[config.mk]
export PLATFORM = sky130hd
export DESIGN_NAME = overwriting_byte_ring_buffer_core
export DESIGN_NICKNAME = d
export VERILOG_FILES = /design/src/hw/rtl/orb_pkg.sv /design/src/hw/rtl/orb_ram.sv /design/src/hw/rtl/orb_ctrl.sv /design/src/hw/rtl/orb_dp.sv /design/src/hw/rtl/overwriting_byte_ring_buffer_core.sv
export SDC_FILE = /design/constraint.sdc
export NUM_CORES = 1
export LEC_CHECK = 0
export ABC_AREA = 1
export BUFFER_PORTS_ARGS = -buffer_cell sky130_fd_sc_hd__buf_2
export CORE_MARGIN = 2
export CORE_UTILIZATION = 50
export DETAILED_ROUTE_END_ITERATION = 12
export GPL_ROUTABILITY_DRIVEN = 0
export GPL_TIMING_DRIVEN = 0
export HOLD_SLACK_MARGIN = 0.08
export PLACE_DENSITY = 0.69
export SYNTH_ARGS = -nofsm -noshare
export SYNTH_HDL_FRONTEND = slang
export SYNTH_SLANG_ARGS = --single-unit
[constraint.sdc]
create_clock -name clock -period 3.4 [get_ports clock]
set_input_delay 0.34 -clock clock [delete_from_list [all_inputs] [get_ports clock]]
set_output_delay 0.34 -clock clock [all_outputs]
set_load 0.02 [all_outputs]
[src/hw/rtl/orb_pkg.sv]
// ----------------------------------------------------------------------------
// orb_pkg: shared types and constants for the overwriting byte ring buffer
// Sizes, operation codes and the controller/datapath handshake structs.
// ----------------------------------------------------------------------------
package orb_pkg;

   // buffer geometry
   localparam int DEPTH     = 32;
   localparam int PTR_W     = (DEPTH > 1) ? $clog2(DEPTH) : 1;
   localparam int CNT_W     = $clog2(DEPTH + 1);
   localparam int BYTE_W    = 8;
   localparam int LEN_W     = 6;
   localparam int RUN_LIMIT = 32;
   localparam int CMP_W     = (CNT_W > LEN_W) ? CNT_W : LEN_W;
   localparam int SUM_W     = ((PTR_W > LEN_W) ? PTR_W : LEN_W) + 1;

   // operation codes carried on req_cmd
   typedef enum logic [1:0] {
      OP_PUSH = 2'd0,
      OP_POP  = 2'd1,
      OP_PEEK = 2'd2,
      OP_NONE = 2'd3
   } orb_op_type;

   // controller states
   typedef enum logic {
      ST_IDLE = 1'b0,
      ST_RUN  = 1'b1
   } orb_state_type;

   // commands from controller to datapath
   typedef struct packed {
      logic push;   // store one byte
      logic load;   // start a read run
      logic pop;    // the run removes its bytes
      logic emit;   // present one result this cycle
   } orb_cmd_type;

   // status from datapath to controller
   typedef struct packed {
      logic last;   // the result presented now ends the run
   } orb_sts_type;

   // ring pointer increment with wrap
   function automatic logic [PTR_W-1:0] ring_next(input logic [PTR_W-1:0] p);
      if (p == PTR_W'(DEPTH - 1)) begin
         return '0;
      end
      return p + PTR_W'(1);
   endfunction

endpackage

[src/hw/rtl/orb_ram.sv]
// ----------------------------------------------------------------------------
// orb_ram: generic single-write, single-read RAM
// One write port and one read port; read data is registered.
// ----------------------------------------------------------------------------
module orb_ram #(
   parameter int WIDTH = 8,
   parameter int DEPTH = 32,
   parameter int AW    = (DEPTH > 1) ? $clog2(DEPTH) : 1
) (
   input  logic             clock,
   input  logic             wr_en,
   input  logic [AW-1:0]    wr_addr,
   input  logic [WIDTH-1:0] wr_data,
   input  logic [AW-1:0]    rd_addr,
   output logic [WIDTH-1:0] rd_data
);

   logic [WIDTH-1:0] mem_ff [DEPTH];
   logic [WIDTH-1:0] rd_data_ff;

   // write port
   always_ff @(posedge clock) begin
      if (wr_en) begin
         mem_ff[wr_addr] <= wr_data;
      end
   end

   // registered read port
   always_ff @(posedge clock) begin
      rd_data_ff <= mem_ff[rd_addr];
   end

   assign rd_data = rd_data_ff;

endmodule

[src/hw/rtl/orb_ctrl.sv]
// ----------------------------------------------------------------------------
// orb_ctrl: controller for the overwriting byte ring buffer
// Takes commands, sequences read runs and drives the datapath.
// ----------------------------------------------------------------------------
module orb_ctrl (
   input  logic                clock,
   input  logic                reset,
   input  logic                start,
   input  logic [1:0]          req_cmd,
   input  orb_pkg::orb_sts_type sts,
   output orb_pkg::orb_cmd_type ctl,
   output logic                busy
);

   import orb_pkg::*;

   orb_state_type state_ff;
   orb_state_type state_in;

   // state register
   always_ff @(posedge clock) begin
      if (reset) begin
         state_ff <= ST_IDLE;
      end else begin
         state_ff <= state_in;
      end
   end

   // next state and commands
   always_comb begin
      state_in = state_ff;
      ctl      = '0;
      busy     = 1'b0;
      case (state_ff)
         ST_IDLE: begin
            if (start) begin
               case (orb_op_type'(req_cmd))
                  OP_PUSH: begin
                     ctl.push = 1'b1;
                  end
                  OP_POP: begin
                     ctl.load = 1'b1;
                     ctl.pop  = 1'b1;
                     state_in = ST_RUN;
                  end
                  OP_PEEK: begin
                     ctl.load = 1'b1;
                     state_in = ST_RUN;
                  end
                  default: begin
                     // unused code: no transfer, no state change
                  end
               endcase
            end
         end
         ST_RUN: begin
            busy     = 1'b1;
            ctl.emit = 1'b1;
            if (sts.last) begin
               state_in = ST_IDLE;
            end
         end
         default: begin
            state_in = ST_IDLE;
         end
      endcase
   end

endmodule

[src/hw/rtl/orb_dp.sv]
// ----------------------------------------------------------------------------
// orb_dp: datapath for the overwriting byte ring buffer
// Pointers, fill count, run counters and the byte store.
// ----------------------------------------------------------------------------
module orb_dp (
   input  logic                          clock,
   input  logic                          reset,
   input  orb_pkg::orb_cmd_type          ctl,
   output orb_pkg::orb_sts_type          sts,
   input  logic [orb_pkg::BYTE_W-1:0]    req_data_byte,
   input  logic [orb_pkg::LEN_W-1:0]     req_read_length,
   output logic                          rsp_valid,
   output logic [orb_pkg::BYTE_W-1:0]    rsp_out_byte,
   output logic                          rsp_is_last,
   output logic [orb_pkg::LEN_W-1:0]     rsp_read_count
);

   import orb_pkg::*;

   logic [PTR_W-1:0]  oldest_ff, oldest_in;
   logic [PTR_W-1:0]  newest_ff, newest_in;
   logic [CNT_W-1:0]  count_ff, count_in;
   logic [PTR_W-1:0]  rd_ptr_ff, rd_ptr_in;
   logic [LEN_W-1:0]  run_len_ff, run_len_in;
   logic [LEN_W-1:0]  left_ff, left_in;
   logic              empty_ff, empty_in;

   logic [CMP_W-1:0]  len_x;
   logic [CMP_W-1:0]  cnt_x;
   logic [LEN_W-1:0]  take;
   logic [LEN_W-1:0]  n;
   logic [SUM_W-1:0]  adv_sum;
   logic [PTR_W-1:0]  adv_ptr;
   logic [PTR_W-1:0]  rd_addr;
   logic [BYTE_W-1:0] rd_data;

   // run length: request clamped to fill count, then to the run limit
   always_comb begin
      len_x = CMP_W'(req_read_length);
      cnt_x = CMP_W'(count_ff);
      if (cnt_x < len_x) begin
         take = LEN_W'(count_ff);
      end else begin
         take = req_read_length;
      end
      if (take > LEN_W'(RUN_LIMIT)) begin
         n = LEN_W'(RUN_LIMIT);
      end else begin
         n = take;
      end
   end

   // oldest pointer after a pop of n bytes, wrapped once
   always_comb begin
      adv_sum = SUM_W'(oldest_ff) + SUM_W'(n);
      if (adv_sum >= SUM_W'(DEPTH)) begin
         adv_ptr = PTR_W'(adv_sum - SUM_W'(DEPTH));
      end else begin
         adv_ptr = PTR_W'(adv_sum);
      end
   end

   // next state of the ring and run registers
   always_comb begin
      oldest_in  = oldest_ff;
      newest_in  = newest_ff;
      count_in   = count_ff;
      rd_ptr_in  = rd_ptr_ff;
      run_len_in = run_len_ff;
      left_in    = left_ff;
      empty_in   = empty_ff;
      if (ctl.push) begin
         newest_in = ring_next(newest_ff);
         if (count_ff == CNT_W'(DEPTH)) begin
            oldest_in = ring_next(oldest_ff);
         end else begin
            count_in = count_ff + CNT_W'(1);
         end
      end
      if (ctl.load) begin
         rd_ptr_in  = ring_next(oldest_ff);
         run_len_in = n;
         left_in    = n;
         empty_in   = (n == '0);
         if (ctl.pop) begin
            oldest_in = adv_ptr;
            count_in  = count_ff - CNT_W'(n);
         end
      end
      if (ctl.emit) begin
         rd_ptr_in = ring_next(rd_ptr_ff);
         left_in   = left_ff - LEN_W'(1);
      end
   end

   // control state
   always_ff @(posedge clock) begin
      if (reset) begin
         oldest_ff <= '0;
         newest_ff <= '0;
         count_ff  <= '0;
      end else begin
         oldest_ff <= oldest_in;
         newest_ff <= newest_in;
         count_ff  <= count_in;
      end
   end

   // run registers, only read while a run is active
   always_ff @(posedge clock) begin
      rd_ptr_ff  <= rd_ptr_in;
      run_len_ff <= run_len_in;
      left_ff    <= left_in;
      empty_ff   <= empty_in;
   end

   // first byte is addressed on the accepting cycle, the rest during the run
   assign rd_addr = ctl.emit ? rd_ptr_ff : oldest_ff;

   orb_ram #(
      .WIDTH (BYTE_W),
      .DEPTH (DEPTH)
   ) u_store (
      .clock   (clock),
      .wr_en   (ctl.push),
      .wr_addr (newest_ff),
      .wr_data (req_data_byte),
      .rd_addr (rd_addr),
      .rd_data (rd_data)
   );

   // result transfer
   assign sts.last       = empty_ff || (left_ff == LEN_W'(1));
   assign rsp_valid      = ctl.emit;
   assign rsp_out_byte   = empty_ff ? '0 : rd_data;
   assign rsp_is_last    = sts.last;
   assign rsp_read_count = empty_ff ? '0 : run_len_ff;

endmodule

[src/hw/rtl/overwriting_byte_ring_buffer_core.sv]
// ----------------------------------------------------------------------------
// overwriting_byte_ring_buffer_core: byte ring buffer that overwrites oldest
// Push stores a byte; pop and peek stream up to the requested bytes.
//
//   channel   ports                           handshake
//   request   req_cmd, req_data_byte,         start high while busy low
//             req_read_length
//   result    rsp_out_byte, rsp_is_last,      rsp_valid strobe, one cycle
//             rsp_read_count
//
// A push or an unused command starts no run; busy stays low.
// A pop or peek of n bytes keeps busy high while its n results go out (one
// for an empty read), one result per cycle starting the cycle after
// acceptance; the next transfer can be taken in the cycle after the last
// result. The store's registered read port delays the first result.
// Reset is synchronous and clears pointers and fill count; no clearing pass.
// The receiver cannot stall results.
// ----------------------------------------------------------------------------
module overwriting_byte_ring_buffer_core (
   input  logic                       clock,
   input  logic                       reset,
   input  logic                       start,
   output logic                       busy,
   input  logic [1:0]                 req_cmd,
   input  logic [orb_pkg::BYTE_W-1:0] req_data_byte,
   input  logic [orb_pkg::LEN_W-1:0]  req_read_length,
   output logic                       rsp_valid,
   output logic [orb_pkg::BYTE_W-1:0] rsp_out_byte,
   output logic                       rsp_is_last,
   output logic [orb_pkg::LEN_W-1:0]  rsp_read_count
);

   import orb_pkg::*;

   orb_cmd_type ctl;
   orb_sts_type sts;

   // sequencing
   orb_ctrl u_ctrl (
      .clock   (clock),
      .reset   (reset),
      .start   (start),
      .req_cmd (req_cmd),
      .sts     (sts),
      .ctl     (ctl),
      .busy    (busy)
   );

   // storage and pointers
   orb_dp u_dp (
      .clock           (clock),
      .reset           (reset),
      .ctl             (ctl),
      .sts             (sts),
      .req_data_byte   (req_data_byte),
      .req_read_length (req_read_length),
      .rsp_valid       (rsp_valid),
      .rsp_out_byte    (rsp_out_byte),
      .rsp_is_last     (rsp_is_last),
      .rsp_read_count  (rsp_read_count)
   );

endmodule
; ---- Word level (Yosys, flattened, before mapping)
; Memory sizes are Yosys's and may differ from the RTL's. A register that Yosys moved wholly into a read port is not among the register bits.
; Cells that the tools add are included.
[totals]
output_inout_bits = 17
mem_bits_rw = 256
wordCells = 77
romBits = 0
latch_bits = 0
reg_bits = 35
n_memories = 1
[mem_list]
columns = name, depth, width, read_ports, rd_clocked_by_memory_dff, write_ports, line
row1 = u_dp.u_store.mem_ff, 32, 8, 1, 1, 1, orb_ram.sv:18  ; logic [WIDTH-1:0] mem_ff [DEPTH];
[op_classes]
mux = 44
n_addsub = 8
shift = 0
div_mod_pow = 0
n_bitwise = 1
magnitude_cmp = 3
eq_ne = 7
reduce_logical = 5
n_mul = 0
[op_table]
columns = cell, count
row1 = $mux 5, 15
row2 = $mux 6, 9
row3 = $mux 1, 16
row4 = $add 5x1->5 const B, 3
row5 = $eq 5x5->1 const B, 3
row6 = $mux 8, 1
row7 = $add 5x6->7, 1
row8 = $ge 7x6->1 const B, 1
row9 = $add 6x1->6 const B, 1
row10 = $eq 6x1->1 const B, 1
row11 = $eq 6x6->1 const B, 1
row12 = $gt 6x6->1 const B, 1
row13 = $logic_not 6->1, 1
row14 = $lt 6x6->1, 1
row15 = $mux 3, 2
row16 = $sub 6x1->6 const B, 1
row17 = $sub 6x6->6, 1
row18 = $sub 5x1->5 const B, 1
row19 = $eq 2x1->1 const B, 1
row20 = $eq 2x2->1 const B, 1
row21 = $logic_not 2->1, 1
row22 = $pmux 1 s2, 1
row23 = $reduce_bool 2->1, 1
row24 = $reduce_or 2->1, 1
row25 = 2 further kinds, 2

; ---- Logic depth before layout (Yosys ltp)
[logic_depth]
depth_word = 11
ltp_mapped = 23
ltp_nobuf = 23

; ---- By module
; A second synthesis with hierarchy kept.
[hier_totals]
cells_unflattened = 1287
area_unflattened_um2 = 13431.6
[modules_own_cells]
columns = mod, cells_each, seq_area_each_um2, area_each_um2, instances
row1 = orb_ram, 922, 7847.5, 10786.6, 1
row2 = orb_dp, 349, 860.8, 2536.2, 1
row3 = orb_ctrl, 16, 20.0, 108.9, 1

; ---- Worst setup path before layout
; Ideal clock, no wire load.
[synth_path]
path_type = input to register
startpoint = input port req_read_length[5] in the netlist's numbering
endpoint = register u_dp.oldest_ff[4]
stages = 18
t_arrival_ns = 2.851
path_slack_ns = 0.480
path_cell_list = inv_1 -> ha_1 -> nand2_1 -> inv_1 -> a21oi_4 -> nand2_2 -> nand2_1 -> nand2_1 -> nor2_1 -> ha_1 -> inv_1 -> fa_1 -> o21ai_0 -> xor2_1 -> inv_1 -> nand2_1 -> nand3_1 -> a21oi_1
[synth_between]
elab_chain_len = 9
elab_cells_between_ends = 10
cone_classes = 2 x add/sub / 3 x order compare / 5 x mux
[synth_lines]
columns = item, line
row1 = "start, declared", overwriting_byte_ring_buffer_core.sv:26  ; input logic [orb_pkg::LEN_W-1:0] req_read_length,
row2 = $lt 6x6->1, orb_dp.sv:41  ; if (cnt_x < len_x) begin
row3 = $mux 6 *, orb_dp.sv:41
row4 = $gt 6x6->1, orb_dp.sv:46  ; if (take > LEN_W'(RUN_LIMIT)) begin
row5 = $mux 6 *, orb_dp.sv:46
row6 = via u_dp.n[5], orb_dp.sv:31  ; logic [LEN_W-1:0] n;
row7 = $add 5x6->7 *, orb_dp.sv:55  ; adv_sum = SUM_W'(oldest_ff) + SUM_W'(n);
row8 = $ge 7x6->1 *, orb_dp.sv:56  ; if (adv_sum >= SUM_W'(DEPTH)) begin
row9 = $mux 5 *, orb_dp.sv:56
row10 = $mux 5 *, orb_dp.sv:85  ; if (ctl.pop) begin
row11 = $mux 5 *, orb_dp.sv:80  ; if (ctl.load) begin
row12 = "end signal, assigned", orb_dp.sv:103  ; oldest_ff <= oldest_in;
row13 = "end, declared", orb_dp.sv:20  ; logic [PTR_W-1:0] oldest_ff, oldest_in;
; Mark *: on every way through the listed nets, which the timed path passes. The rest lies on a longest branch.
; A chain may end at the register's enable or synchronous reset.

; ---- Worst setup path in the final report
[layout_path]
startpoint = register u_dp.count_ff[3], in the netlist u_dp.cnt_x[3]
endpoint = register u_dp.oldest_ff[4]
[layout_between]
elab_chain_len = 9
elab_cells_between_ends = 13
cone_classes = 2 x add/sub / 3 x order compare / 1 x eq/ne / 7 x mux
[layout_lines]
columns = item, line
row1 = "start, declared", orb_dp.sv:22  ; logic [CNT_W-1:0] count_ff, count_in;
row2 = "start signal, assigned", orb_dp.sv:105  ; count_ff <= count_in;
row3 = $lt 6x6->1, orb_dp.sv:41
row4 = $mux 6, orb_dp.sv:41
row5 = $gt 6x6->1, orb_dp.sv:46
row6 = $mux 6, orb_dp.sv:46
row7 = $add 5x6->7, orb_dp.sv:55
row8 = $ge 7x6->1 or $sub 5x1->5 (tied branches), "orb_dp.sv:56, orb_dp.sv:57"
row9 = $mux 5, orb_dp.sv:56
row10 = $mux 5, orb_dp.sv:85
row11 = $mux 5 *, orb_dp.sv:80
; Mark *: on every way between the ends. The rest lies on a longest branch, timed or not.

==> flow_results.org <==
** Synthesis
- Synthesis inferred 299 register bits.
- Cell area after synthesis :: 13300 um^2
- Synth warn :: 0
- Of the synthesized area, sequential elements account for around 65%.
- Averaged over all synthesized cells, the footprint is 11.1 um^2.
- Cells after synthesis :: 1198
- Post-synth cell types :: 41
- Net Count, Synth :: 1248

** Clocking
- In this run the number of H-tree levels came out at 1.
- Buffers from clock root to sink, at most :: 3
- TritonCTS Buffers :: 30
- TritonCTS built the clock tree.
- The root buffer cell chosen for the clock tree is clkbuf_16.
- Counting every sink on the clock net gives 299.
- Clock-pin slew was measured on the worst setup and hold paths at 0.06 ns.
- Clk Latency, worst-skew pair :: 0.57 ns

** GRT
- Remaining Overflow, GRT :: 0
- The number of antenna violations at the first check in global routing is 1.
- Pin count of the biggest net entering global routing :: 33
- The first global-routing pass estimated 52.1 mm of wire.
- The via count of the first global-routing pass was 8850.
- For this run, the total global-route usage over all layers was measured as between 20% and 30%.

** Layout
- Cells fill 57.3% of the core in the end.
- Filler cells :: 2177
- Area delta synth->final :: 12.3%
- At the end of the flow, the number of nets in the layout was about 1.3k.
- Once layout is complete, the cells apart from fillers number 1629.
- Of the cells placed in the final design, the portion with a size suffix greater than 1 is 12.4%.
- Antenna diodes :: 0

** Power
- Across the VDD grid, the largest voltage drop is approximately 0.36 mV.
- In this run the power density over the cells is 571 nW/um^2.
- Leakage power of the design :: ~5.6 nW
- The design draws 8.55 mW.

** Critical path
- STA classifies the critical path startpoint as a flop.
- Kind of end point of the critical path :: flop
- Data required time at the worst endpoint :: between 3 and 4 ns
- Crit Path Max Fanout :: 9
- Depth of the worst register-to-register path :: 16
- Data arrival time of the critical path :: 3.59 ns
- Critical path class :: reg2reg

** Drt
- After detailed routing, the number of remaining DRC violations is 2.
- Routed Wire Length :: 34.7 mm
- Detail Route Antenna Nets :: 0
- The first TritonRoute pass finished after 11 iterations.
- The first routing iteration left 1176 violations.
- Across all layers, the routed design uses approximately 9.4k vias.
- In the routed layout, each cell is associated on average with a via count of 5.77.
- Average detailed-routed wire length per instance :: 21.3 um

** Placement
- Summed over all nets, the half-perimeter wirelength after detailed placement is 23.2 mm.
- Timing analysis after detailed placement gives a worst setup slack of -0.178 ns.
- The number of placed instances, taps included, is 1568.
- Port-buffer cells :: 35

** Timing
- Fin crit period :: 3.10 ns
- Setup violations remaining at the end of the flow were counted as 0.
- Ratio of final minimum period to clock period :: 91.3%
- Post-route setup slack :: 0.297 ns
- Hold violation total from the final report :: 0
- At the pin with the least slew margin, the transition time is between 1 and 1.5 ns.
- The final number of max-transition violations was 0.
- The clock arrives with 0.0203 ns of skew.
- Maximum clock frequency :: around 320 MHz
- Hold is met by 0.247 ns.
- Measured against its own limit, the worst slew margin works out to 14.0%.

** Outcome
- The flow ran to the end, but the final reports show violations.
- Violations in the final reports :: design-rule violations

** Floorplanning
- Top-level I/O count :: 36
- The core region is 26100 um^2.
- Chip Width :: about 170 um
- After floorplanning, the core was divided into 59 placement rows.
- Chip Height :: 167 um
- Once the floorplan was initialized, standard cells occupied roughly 51% of the core.
- The die covers 28000 um^2.

** Hold path
- Hold path depth :: 3
- The worst hold path belongs to the class in2reg.

** Flow run
- Max-cap check violation count :: 0
layout by cell type (no fill, tap or decap), drive strengths merged, types with 29 or more instances in the layout:
cell | Yosys | layout
inv | 147 | 147
nor2 | 123 | 123
ha | 29 | 29
edfxtp | 274 | 274
o211ai | 56 | 56
buf | 43 | 82
nand2 | 132 | 132
clkbuf | 13 | 52
a21oi | 86 | 86
nand3 | 65 | 65
o21ai | 161 | 161
metrics by stage:
step	instance area, um^2	setup TNS (ns)
after CTS	14900	0
after global placement	13900	-0.113
after floorplan	13300	0
after detailed placement	13900	-0.178
final	15000	0
after global routing	15000	-0.00324
cell families after synthesis:
group | share of synthesized area [%]
AO/OA/AOI/OAI | 13.5
adder cells (fa/ha/maj) | 3.02
XOR/XNOR | 0.723
buffers and inverters | 6.93
AND/OR/NAND/NOR | 10.4
flip-flops | 65.5
power breakdown:
group	leakage [nW]	internal [mW]	switching [mW]
registers	2.68	4.09	0.0412
clock network	0.481	1.86	1.39
logic	2.45	0.358	0.805
final cells by class:
class / instances / area, um^2 / share of cell area (%)
inverters: 149 / 559 / 3.73
multi-input cells: 694 / 3710 / 24.8
repair buffers: 40 / 213 / 1.42
flip-flops and latches: 299 / 8730 / 58.3
clock buffers: 39 / 825 / 5.51
plain buffers: 56 / 364 / 2.43
clock inverters: 17 / 153 / 1.02
well taps: 335 / 419 / 2.80
synthesized netlist by cell type, drive strengths merged:
cell    instances  area [um^2]
edfxtp        274         8230
o21ai         161          828
inv           147          552
nand2         132          508
nor2          123          464
a21oi          86          442
nand3          65          330
o211ai         56          420
buf            43          314
ha             29          363
dfxtp          25          500
clkbuf         13         50.0
nor3           11         55.1
xnor2           6         52.6
xor2            5         43.8
a211oi          4         30.0
or2             3         18.8
clkinv          2         7.51
fa              2         40.0
o21a            2         15.0
a21o            1         7.51
a221oi          1         8.76
a22o            1         8.76
a22oi           1         7.51
a31o            1         8.76
nand3b          1         7.51
o21bai          1         7.51
o22ai           1         6.26
o31ai           1         7.51
worst max-delay path: stages (launching register included):
cell,delay (ns)
dfxtp_2,0.41
ha_1,0.27
nand2_1,0.07
nand2_1,0.08
a21oi_4,0.19
nand2_2,0.14
o21ai_2,0.20
nand2_1,0.12
o21bai_2,0.20
nand2_1,0.16
fa_1,0.46
o21ai_0,0.24
xor2_1,0.21
inv_1,0.06
nand2_1,0.06
nand3_1,0.06
a21oi_1,0.11
layer usage:
layer | up-vias | wire [um] | GRT usage, %
met2 | 473 | 16100 | 40.1
met3 | 93 | 3220 | 3.97
li1 | 4347 | - | -
met4 | 0 | 1300 | 8.81
met1 | 4488 | 14100 | 34.0
met5 | - | 0 | 0
registers in the layout, summed over array words and instances, names as in the netlist, 5 cells and up:
name	flops
u_dp.u_store.rd_data	8
u_dp.oldest_ff	5
u_dp.cnt_x	6
u_dp.rd_ptr_ff	5
u_dp.u_store.mem_ff	256
u_dp.run_len_ff	6
u_dp.left_ff	6
u_dp.newest_ff	5
timing repair:
action	4_1_cts	5_1_grt
pin swaps	0	2
setup endpoints to repair	1	6
setup buffers	0	3
resized for setup	4	6
hold endpoints to repair	3	0
hold buffers	1	0
final timing paths:
kind,endpoint,startpoint,slack [ns]
worst max-delay path,u_dp.oldest_ff[4]$_SDFF_PP0_,u_dp.cnt_x[3]$_SDFF_PP0_,0.30
worst min-delay path,u_dp.run_len_ff[5]$_DFFE_PP_,req_read_length[5],0.25
worst max register to register,u_dp.oldest_ff[4]$_SDFF_PP0_,u_dp.cnt_x[3]$_SDFF_PP0_,0.30
worst min register to register,u_dp.newest_ff[0]$_SDFFE_PP0P_,u_dp.newest_ff[0]$_SDFFE_PP0P_,0.51
(Power assumes the default switching activity.)
